===== config.mk =====
export PLATFORM = sky130hd
export DESIGN_NAME = worker_slot_allocator
export DESIGN_NICKNAME = d
export VERILOG_FILES = /design/src/hdl/wsa_pkg.sv /design/src/hdl/worker_slot_allocator.sv /design/src/hdl/wsa_in_reg.sv /design/src/hdl/wsa_core.sv /design/src/hdl/wsa_out_reg.sv
export SDC_FILE = /design/constraint.sdc
export NUM_CORES = 1
export LEC_CHECK = 0
export BUFFER_PORTS_ARGS = -buffer_cell sky130_fd_sc_hd__buf_2
export CORE_AREA = 4 4 202 204
export DETAILED_ROUTE_END_ITERATION = 16
export DIE_AREA = 0 0 206 208
export GPL_TIMING_DRIVEN = 0
export PLACE_DENSITY = 0.51
export RECOVER_POWER = 50
export SLEW_MARGIN = 20
export SYNTH_ARGS = -nofsm -noshare
export SYNTH_HDL_FRONTEND = slang
export SYNTH_SLANG_ARGS = --single-unit

===== constraint.sdc =====
create_clock -name clk -period 3.8 [get_ports clk]
set_clock_uncertainty 0.1 [all_clocks]
set_input_delay 0.76 -clock clk [delete_from_list [all_inputs] [get_ports clk]]
set_output_delay 0.76 -clock clk [all_outputs]
set_load 0.02 [all_outputs]

===== src/hdl/wsa_pkg.sv =====
// shared types, codes and constants for the worker slot allocator
package wsa_pkg;

    // default pool size and capacity after reset
    localparam int          NUM_SLOTS_DEF = 8;
    localparam int          LOAD_W        = 10;
    localparam logic [9:0]  CAP_RESET     = 10'd1000;

    // result field widths
    localparam int IDX_W = 3;
    localparam int CNT_W = 4;

    // stream widths
    localparam int IN_DATA_W  = 8;
    localparam int IN_USER_W  = 1;
    localparam int OUT_DATA_W = 24;
    localparam int OUT_USER_W = 2;

    typedef enum logic
    {
        OP_ACQUIRE = 1'b0,
        OP_RELEASE = 1'b1
    } op_e_t;

    typedef enum logic [1:0]
    {
        ST_DONE = 2'd0,
        ST_NONE = 2'd1,
        ST_IDLE = 2'd2
    } status_t;

    // one request as held in the input register
    typedef struct packed
    {
        op_e_t            op;
        logic [IDX_W-1:0] slot;
    } req_t;

    // one result as held in the output register
    typedef struct packed
    {
        status_t           status;
        logic [IDX_W-1:0]  slot_index;
        logic [LOAD_W-1:0] slot_load;
        logic [CNT_W-1:0]  active_count;
    } result_t;

endpackage


===== src/hdl/worker_slot_allocator.sv =====
// top level of the worker slot allocator
//
//  channel   dir  signals                      contents (low bit up)
//  s_axis    in   tvalid tready tdata tuser    tdata: slot[2:0]; tuser: operation[0]
//  m_axis    out  tvalid tready tdata tuser    tdata: slot_index, slot_load, active_count
//                                              tuser: status[1:0]
//  cfg       in   cfg_wr_en cfg_wr_data        slot_capacity[9:0]
//
//  one request per cycle sustained while the output is not stalled; a taken request goes through
//  the input register, then one pass of search and update into the result register
//  the search is a set of parallel lowest-bit pickers over all slots
//  reset clears all slots, the active count and sets capacity to 1000
//  a stalled output holds its result while one more request waits in the input register
module worker_slot_allocator
    import wsa_pkg::*;
#(
    parameter int NUM_SLOTS = NUM_SLOTS_DEF
)
(
    input  logic                  clk,
    input  logic                  rst_n,
    input  logic                  s_axis_tvalid,
    output logic                  s_axis_tready,
    input  logic [IN_DATA_W-1:0]  s_axis_tdata,   // slot[2:0], zeros above
    input  logic [IN_USER_W-1:0]  s_axis_tuser,   // operation[0]
    output logic                  m_axis_tvalid,
    input  logic                  m_axis_tready,
    output logic [OUT_DATA_W-1:0] m_axis_tdata,   // slot_index[2:0], slot_load[12:3],
                                                  // active_count[16:13], zeros above
    output logic [OUT_USER_W-1:0] m_axis_tuser,   // status[1:0]
    input  logic                  cfg_wr_en,
    input  logic [LOAD_W-1:0]     cfg_wr_data
);

    req_t    in_req;
    req_t    held_req;
    logic    held_valid;
    logic    can_load;
    logic    advance;
    result_t core_res;
    result_t out_res;

    // unpack the request
    assign in_req.op   = op_e_t'(s_axis_tuser[0]);
    assign in_req.slot = s_axis_tdata[IDX_W-1:0];

    // held request moves on when the result register can take it
    assign advance = held_valid && can_load;

    wsa_in_reg u_in_reg
    (
        .clk        (clk),
        .rst_n      (rst_n),
        .in_valid   (s_axis_tvalid),
        .in_ready   (s_axis_tready),
        .in_req     (in_req),
        .advance    (advance),
        .held_valid (held_valid),
        .held_req   (held_req)
    );

    wsa_core #(
        .NUM_SLOTS (NUM_SLOTS)
    ) u_core
    (
        .clk         (clk),
        .rst_n       (rst_n),
        .cfg_wr_en   (cfg_wr_en),
        .cfg_wr_data (cfg_wr_data),
        .fire        (advance),
        .req         (held_req),
        .result      (core_res)
    );

    wsa_out_reg u_out_reg
    (
        .clk       (clk),
        .rst_n     (rst_n),
        .load      (advance),
        .result_in (core_res),
        .out_ready (m_axis_tready),
        .out_valid (m_axis_tvalid),
        .result_q  (out_res),
        .can_load  (can_load)
    );

    // pack the result
    assign m_axis_tdata = {
        (OUT_DATA_W - IDX_W - LOAD_W - CNT_W)'(0),
        out_res.active_count,
        out_res.slot_load,
        out_res.slot_index
    };
    assign m_axis_tuser = out_res.status;

`ifndef SYNTH
    // a waiting request reaches the result register when it has room
    a_advance: assert property (@(posedge clk) disable iff (!rst_n)
        (held_valid && can_load) |=> m_axis_tvalid)
        else $error("held request did not move to the result register");

    // refusals carry no load
    a_refuse_load: assert property (@(posedge clk) disable iff (!rst_n)
        (m_axis_tvalid && (out_res.status != ST_DONE)) |-> (out_res.slot_load == '0))
        else $error("refused request reports a nonzero load");

    // no slot free only when every slot is active
    a_full_pool: assert property (@(posedge clk) disable iff (!rst_n)
        (m_axis_tvalid && (out_res.status == ST_NONE))
            |-> (out_res.active_count == CNT_W'(NUM_SLOTS)))
        else $error("no slot reported while some slot is idle");

    // a completed request always leaves a loaded or emptied slot consistent
    a_done_acquire: assert property (@(posedge clk) disable iff (!rst_n)
        (m_axis_tvalid && (out_res.status == ST_DONE) && (out_res.active_count == '0)
            && (out_res.slot_load != '0)) |-> (CNT_W'(NUM_SLOTS) == '0))
        else $error("loaded slot reported with no active slots");
`endif

endmodule


===== src/hdl/wsa_in_reg.sv =====
// input register for allocator requests
module wsa_in_reg
    import wsa_pkg::*;
(
    input  logic clk,
    input  logic rst_n,
    input  logic in_valid,
    output logic in_ready,
    input  req_t in_req,
    input  logic advance,
    output logic held_valid,
    output req_t held_req
);

    logic valid_reg;
    logic valid_next;
    req_t req_reg;

    // free slot or draining this cycle
    assign in_ready = !valid_reg || advance;

    always_comb
    begin
        valid_next = valid_reg;
        if (in_valid && in_ready)
        begin
            valid_next = 1'b1;
        end
        else if (advance)
        begin
            valid_next = 1'b0;
        end
    end

    // control flop
    always_ff @(posedge clk or negedge rst_n)
    begin
        if (!rst_n)
        begin
            valid_reg <= 1'b0;
        end
        else
        begin
            valid_reg <= valid_next;
        end
    end

    // payload flop
    always_ff @(posedge clk)
    begin
        if (in_valid && in_ready)
        begin
            req_reg <= in_req;
        end
    end

    assign held_valid = valid_reg;
    assign held_req   = req_reg;

endmodule


===== src/hdl/wsa_core.sv =====
// slot state, capacity register, parallel search and registered update
module wsa_core
    import wsa_pkg::*;
#(
    parameter int NUM_SLOTS = NUM_SLOTS_DEF
)
(
    input  logic              clk,
    input  logic              rst_n,
    input  logic              cfg_wr_en,
    input  logic [LOAD_W-1:0] cfg_wr_data,
    input  logic              fire,
    input  req_t              req,
    output result_t           result
);

    localparam int SLOT_W = $clog2(NUM_SLOTS);
    localparam int TOT_W  = $clog2(NUM_SLOTS + 1);

    logic [LOAD_W-1:0]    capacity_reg;
    logic [NUM_SLOTS-1:0] active_reg;
    logic [NUM_SLOTS-1:0] active_next;
    logic [LOAD_W-1:0]    load_reg  [NUM_SLOTS];
    logic [LOAD_W-1:0]    load_next [NUM_SLOTS];
    logic [TOT_W-1:0]     total_reg;
    logic [TOT_W-1:0]     total_next;

    logic                 is_acq;
    logic                 is_rel;
    logic [NUM_SLOTS-1:0] avail;
    logic [NUM_SLOTS-1:0] idle;
    logic [NUM_SLOTS-1:0] avail_oh;
    logic [NUM_SLOTS-1:0] idle_oh;
    logic [NUM_SLOTS-1:0] grant_oh;
    logic [NUM_SLOTS-1:0] open_oh;
    logic [NUM_SLOTS-1:0] rel_oh;
    logic [NUM_SLOTS-1:0] hit_oh;
    logic                 drop;
    logic [SLOT_W-1:0]    hit_idx;
    logic [LOAD_W-1:0]    hit_load;

    // per-slot candidates and release decode
    always_comb
    begin
        is_acq = (req.op == OP_ACQUIRE);
        is_rel = (req.op == OP_RELEASE);
        for (int i = 0; i < NUM_SLOTS; i++)
        begin
            avail[i]  = active_reg[i] && (load_reg[i] < capacity_reg);
            idle[i]   = !active_reg[i];
            rel_oh[i] = is_rel && active_reg[i] && (32'(req.slot) == i);
        end
    end

    // lowest set bit picks the slot
    assign avail_oh = avail & (~avail + NUM_SLOTS'(1));
    assign idle_oh  = idle & (~idle + NUM_SLOTS'(1));
    assign grant_oh = is_acq ? avail_oh : '0;
    assign open_oh  = (is_acq && (avail == '0)) ? idle_oh : '0;
    assign hit_oh   = grant_oh | open_oh | rel_oh;

    // per-slot next state
    always_comb
    begin
        for (int i = 0; i < NUM_SLOTS; i++)
        begin
            load_next[i]   = load_reg[i];
            active_next[i] = active_reg[i];
            if (grant_oh[i])
            begin
                load_next[i] = load_reg[i] + LOAD_W'(1);
            end
            else if (open_oh[i])
            begin
                load_next[i]   = LOAD_W'(1);
                active_next[i] = 1'b1;
            end
            else if (rel_oh[i])
            begin
                if (load_reg[i] <= LOAD_W'(1))
                begin
                    load_next[i]   = '0;
                    active_next[i] = 1'b0;
                end
                else
                begin
                    load_next[i] = load_reg[i] - LOAD_W'(1);
                end
            end
        end
    end

    // active slot count
    assign drop = |(active_reg & ~active_next);

    always_comb
    begin
        total_next = total_reg;
        if (|open_oh)
        begin
            total_next = total_reg + TOT_W'(1);
        end
        else if (drop && (total_reg != '0))
        begin
            total_next = total_reg - TOT_W'(1);
        end
    end

    // one-hot to index and load of the touched slot
    always_comb
    begin
        hit_idx  = '0;
        hit_load = '0;
        for (int i = 0; i < NUM_SLOTS; i++)
        begin
            if (hit_oh[i])
            begin
                hit_idx  = hit_idx | SLOT_W'(i);
                hit_load = hit_load | load_next[i];
            end
        end
    end

    // result fields
    always_comb
    begin
        result.status       = ST_DONE;
        result.slot_index   = IDX_W'(hit_idx);
        result.slot_load    = hit_load;
        result.active_count = CNT_W'(total_next);
        if (is_acq && (hit_oh == '0))
        begin
            result.status = ST_NONE;
        end
        if (is_rel)
        begin
            result.slot_index = req.slot;
            if (rel_oh == '0)
            begin
                result.status = ST_IDLE;
            end
        end
    end

    // capacity register
    always_ff @(posedge clk or negedge rst_n)
    begin
        if (!rst_n)
        begin
            capacity_reg <= CAP_RESET;
        end
        else if (cfg_wr_en)
        begin
            capacity_reg <= cfg_wr_data;
        end
    end

    // slot state
    always_ff @(posedge clk or negedge rst_n)
    begin
        if (!rst_n)
        begin
            active_reg <= '0;
            total_reg  <= '0;
            for (int i = 0; i < NUM_SLOTS; i++)
            begin
                load_reg[i] <= '0;
            end
        end
        else if (fire)
        begin
            active_reg <= active_next;
            total_reg  <= total_next;
            for (int i = 0; i < NUM_SLOTS; i++)
            begin
                load_reg[i] <= load_next[i];
            end
        end
    end

endmodule


===== src/hdl/wsa_out_reg.sv =====
// result register in front of the output stream
module wsa_out_reg
    import wsa_pkg::*;
(
    input  logic    clk,
    input  logic    rst_n,
    input  logic    load,
    input  result_t result_in,
    input  logic    out_ready,
    output logic    out_valid,
    output result_t result_q,
    output logic    can_load
);

    logic    valid_reg;
    logic    valid_next;
    result_t result_reg;

    // empty, or emptied by the sink this cycle
    assign can_load = !valid_reg || out_ready;

    always_comb
    begin
        valid_next = valid_reg;
        if (load)
        begin
            valid_next = 1'b1;
        end
        else if (out_ready)
        begin
            valid_next = 1'b0;
        end
    end

    // control flop
    always_ff @(posedge clk or negedge rst_n)
    begin
        if (!rst_n)
        begin
            valid_reg <= 1'b0;
        end
        else
        begin
            valid_reg <= valid_next;
        end
    end

    // payload flop
    always_ff @(posedge clk)
    begin
        if (load)
        begin
            result_reg <= result_in;
        end
    end

    assign out_valid = valid_reg;
    assign result_q  = result_reg;

endmodule


==> flow_summary.json <==
{
  "status": "finished with violations",
  "via_count": 13200,
  "die_x_microns": 206,
  "post-route-period-util": 1.16,
  "worstPathRequired_ns": 3.87,
  "rrSetupSlack_ns": -0.62,
  "routed_wirelength_microns": 53300,
  "rsz0062_at_grt": "true",
  "syn-cell-area_sq_um": 11600,
  "ys_seq_elements": 127,
  "initial_core_util": 0.295,
  "synthFlopType": "dfrtp_1",
  "violations": "max-capacitance violations, max-slew violations, negative setup slack",
  "leakagePower_nw": 6.20,
  "synth_edf_count": 23,
  "grt_max_degree": 68,
  "critical_path.endpoint_type": "flip-flop",
  "relSlewSlack": -0.564,
  "hp-class": "in2reg",
  "setup_ws_ns": -0.624,
  "grt_pass1_vias": 12200,
  "crit_fanout": 6,
  "pwr-share-comb": 0.484,
  "core_sq_um": 39300,
  "root_buffer": "clkbuf_16",
  "crit_arrival_ns": 4.50,
  "num_rows": 73,
  "power_frac_seq": 0.283,
  "final_common_cell": "nand2_1",
  "finalNetCount": 1729,
  "design_area_sq_um": 15200,
  "ant_nets": 0,
  "yosys_warnings": 0,
  "drive_above_1_share": 0.240,
  "drcViolationCount": 0,
  "syn_to_final_growth_pct": 30.9,
  "dpl_worst_slack_ns": -1.94,
  "hold_ws_ns": 0.383,
  "dr.pass1.iters": 5,
  "sw_frac_of_total": 0.439,
  "maxCapViolations": 1,
  "worst_pin_slew_ns": 2.35,
  "netlist_instances": 1435,
  "max_freq_mhz": 226,
  "ir_drop_uv": 359,
  "chipHeight_microns": 208,
  "final_cell_mix": "nand2_1, nor2_1, dfrtp_1, ha_1, buf_4",
  "drt_iter0_markers": 1856,
  "async_reset_ff_frac": 0.819,
  "die_area_sq_um": 42800,
  "wl_per_cell_microns": 24.8,
  "vias_per_cell": 6.15,
  "port_buffers": 38,
  "intPower_w": 0.00381,
  "setup_viol": 17,
  "synth_cell_types": 99,
  "finalHoldViolCount": 0,
  "cp-start-kind": "flip-flop",
  "cts_tree": "built",
  "clkSlewWorstSetupHoldPaths_ns": 0.06,
  "diodes": 0,
  "ios": 52,
  "insertion_delay_ns": 0.46,
  "ys_seq_area_frac": 0.285,
  "drv_slew": 39,
  "critPathKind": "reg2reg",
  "cts_buffers": 17,
  "antenna_found_initial": 0,
  "dp_hpwl_microns": 37600,
  "overflow": 0,
  "clockBufferDepth": 2,
  "place.gp.congestion": 1.00,
  "grt_pass1_wl_microns": 78200,
  "largest_reg_flops": 80,
  "synth.avg_cell_area_sq_um": 8.07,
  "p_switching_w": 0.00299,
  "p_per_area_nw_per_um2": 449,
  "clock-sinks": 127,
  "pwr-share-clk": 0.233,
  "final.min_clock_period_ns": 4.42,
  "gr-usage-all-layers": 0.242,
  "htree_levels": 4,
  "placed_area_sq_um": 12500
}
## layout make-up
| class | instances | area [sq um] |
|---|---|---|
| plain buffers | 85 | 452 |
| clock inverters | 11 | 95.1 |
| repair buffers | 152 | 1330 |
| flip-flops and latches | 127 | 3300 |
| clock buffers | 20 | 437 |
| multi-input cells | 1169 | 8640 |
| well taps | 525 | 657 |
| inverters | 55 | 240 |
| fillers | 4001 | 24100 |
## layer usage
layer | vias to the layer above | routed length, microns | GRT usage | share of wire
li1 | 5801 | - | - | -
met1 | 6483 | 22600 | 0.336 | 0.42
met2 | 755 | 23300 | 0.366 | 0.44
met3 | 156 | 4510 | 0.0413 | 0.085
met4 | 0 | 2940 | 0.112 | 0.055
met5 | - | 0 | 0 | 0
## cells in the mapped netlist, types with 16 or more instances
| master | n | area share |
|---|---|---|
| inv_1 | 54 | 0.018 |
| o21ai_0 | 93 | 0.040 |
| nand3_1 | 55 | 0.024 |
| a31oi_1 | 22 | 0.012 |
| o22ai_1 | 20 | 0.011 |
| dfrtp_1 | 98 | 0.21 |
| a21oi_1 | 98 | 0.042 |
| o221ai_1 | 21 | 0.016 |
| and3_1 | 45 | 0.024 |
| a211oi_1 | 27 | 0.018 |
| nand2b_1 | 25 | 0.014 |
| nor4_1 | 22 | 0.012 |
| nor2_1 | 118 | 0.038 |
| o31ai_1 | 18 | 0.012 |
| clkbuf_1 | 68 | 0.022 |
| ha_1 | 98 | 0.11 |
| a21o_1 | 16 | 0.010 |
| nand4_1 | 24 | 0.013 |
| xnor2_1 | 23 | 0.017 |
| nand2_1 | 141 | 0.046 |
| nor3_1 | 46 | 0.020 |
| or3_1 | 22 | 0.012 |
| edfxtp_1 | 23 | 0.060 |
## metrics by stage
stage | util | power, W | TNS [ns] | cells
after CTS | 0.370 | 0.00636 | -4.42 | 2109
after detailed placement | 0.319 | 0.00427 | -46.39 | 2006
after global routing | 0.386 | 0.00712 | -21.31 | 2144
after global placement | 0.317 | 0.00423 | -47.37 | 2004
final | 0.386 | 0.00680 | -5.62 | 2144
after floorplan | - | 0.00339 | 0 | 1441
## kinds of logic (layout without fill, tap and decap cells)
group / count (synthesis) / in the layout / share of synthesized area
simple gates: 572 / 572 / 0.254
compound gates: 454 / 454 / 0.274
buf+inv: 145 / 323 / 0.0510
flops: 127 / 127 / 0.285
fa+ha+maj: 98 / 98 / 0.106
xor+xnor: 29 / 29 / 0.0219
mux: 9 / 9 / 0.00811
other cells: 1 / 7 / 0.000324
## repair_timing
| action | 4_1_cts | 5_1_grt |
|---|---|---|
| hold buffers | 0 | 0 |
| setup buffers | 81 | 37 |
| gates cloned | 0 | 0 |
| endpoints found under the hold margin | 0 | 0 |
| pin swaps | 63 | 54 |
| endpoints found under the setup margin | 101 | 51 |
| gates resized for setup | 172 | 80 |
## critical path: stages (launching register included)
cell and delay, ns:
dfstp_2 0.54, clkinvlp_4 0.13, buf_12 0.16, ha_1 0.28, and3_1 0.17, or3b_1 0.36
o221a_4 0.30, a21o_4 0.24, or4_4 0.53, o21ai_4 0.18, o22a_1 0.19, nor3b_2 0.09
a211o_1 0.33, or4_4 0.52
## final timing paths
check                                                         from                               to  depth (start not counted)
min in group asynchronous                                    rst_n  u_core.load_reg[35]$_DFFE_PN0P_                          1
worst max register to register  u_core.capacity_reg[5]$_DFFE_PN1P_  u_out_reg.result_q[6]$_DFFE_PP_                         13
worst min register to register     u_in_reg.held_valid$_DFFE_PN0P_  u_out_reg.out_valid$_DFFE_PN0P_                          1
worst min-delay path                               s_axis_tdata[1]   u_in_reg.held_req[1]$_DFFE_PP_                          1
max in group asynchronous                                    rst_n  u_core.load_reg[70]$_DFFE_PN0P_                          2
worst max-delay path            u_core.capacity_reg[5]$_DFFE_PN1P_  u_out_reg.result_q[6]$_DFFE_PP_                         13
## power by group through the flow
stage                     registers [W]  logic (W)  clock network (W)
after floorplan                 0.00189    0.00150                  0
after global routing            0.00195    0.00350            0.00167
final                           0.00193    0.00329            0.00158
after global placement          0.00192    0.00231                  0
after detailed placement        0.00193    0.00234                  0
after CTS                       0.00191    0.00285            0.00161
Power figures use the tool's default switching activity.
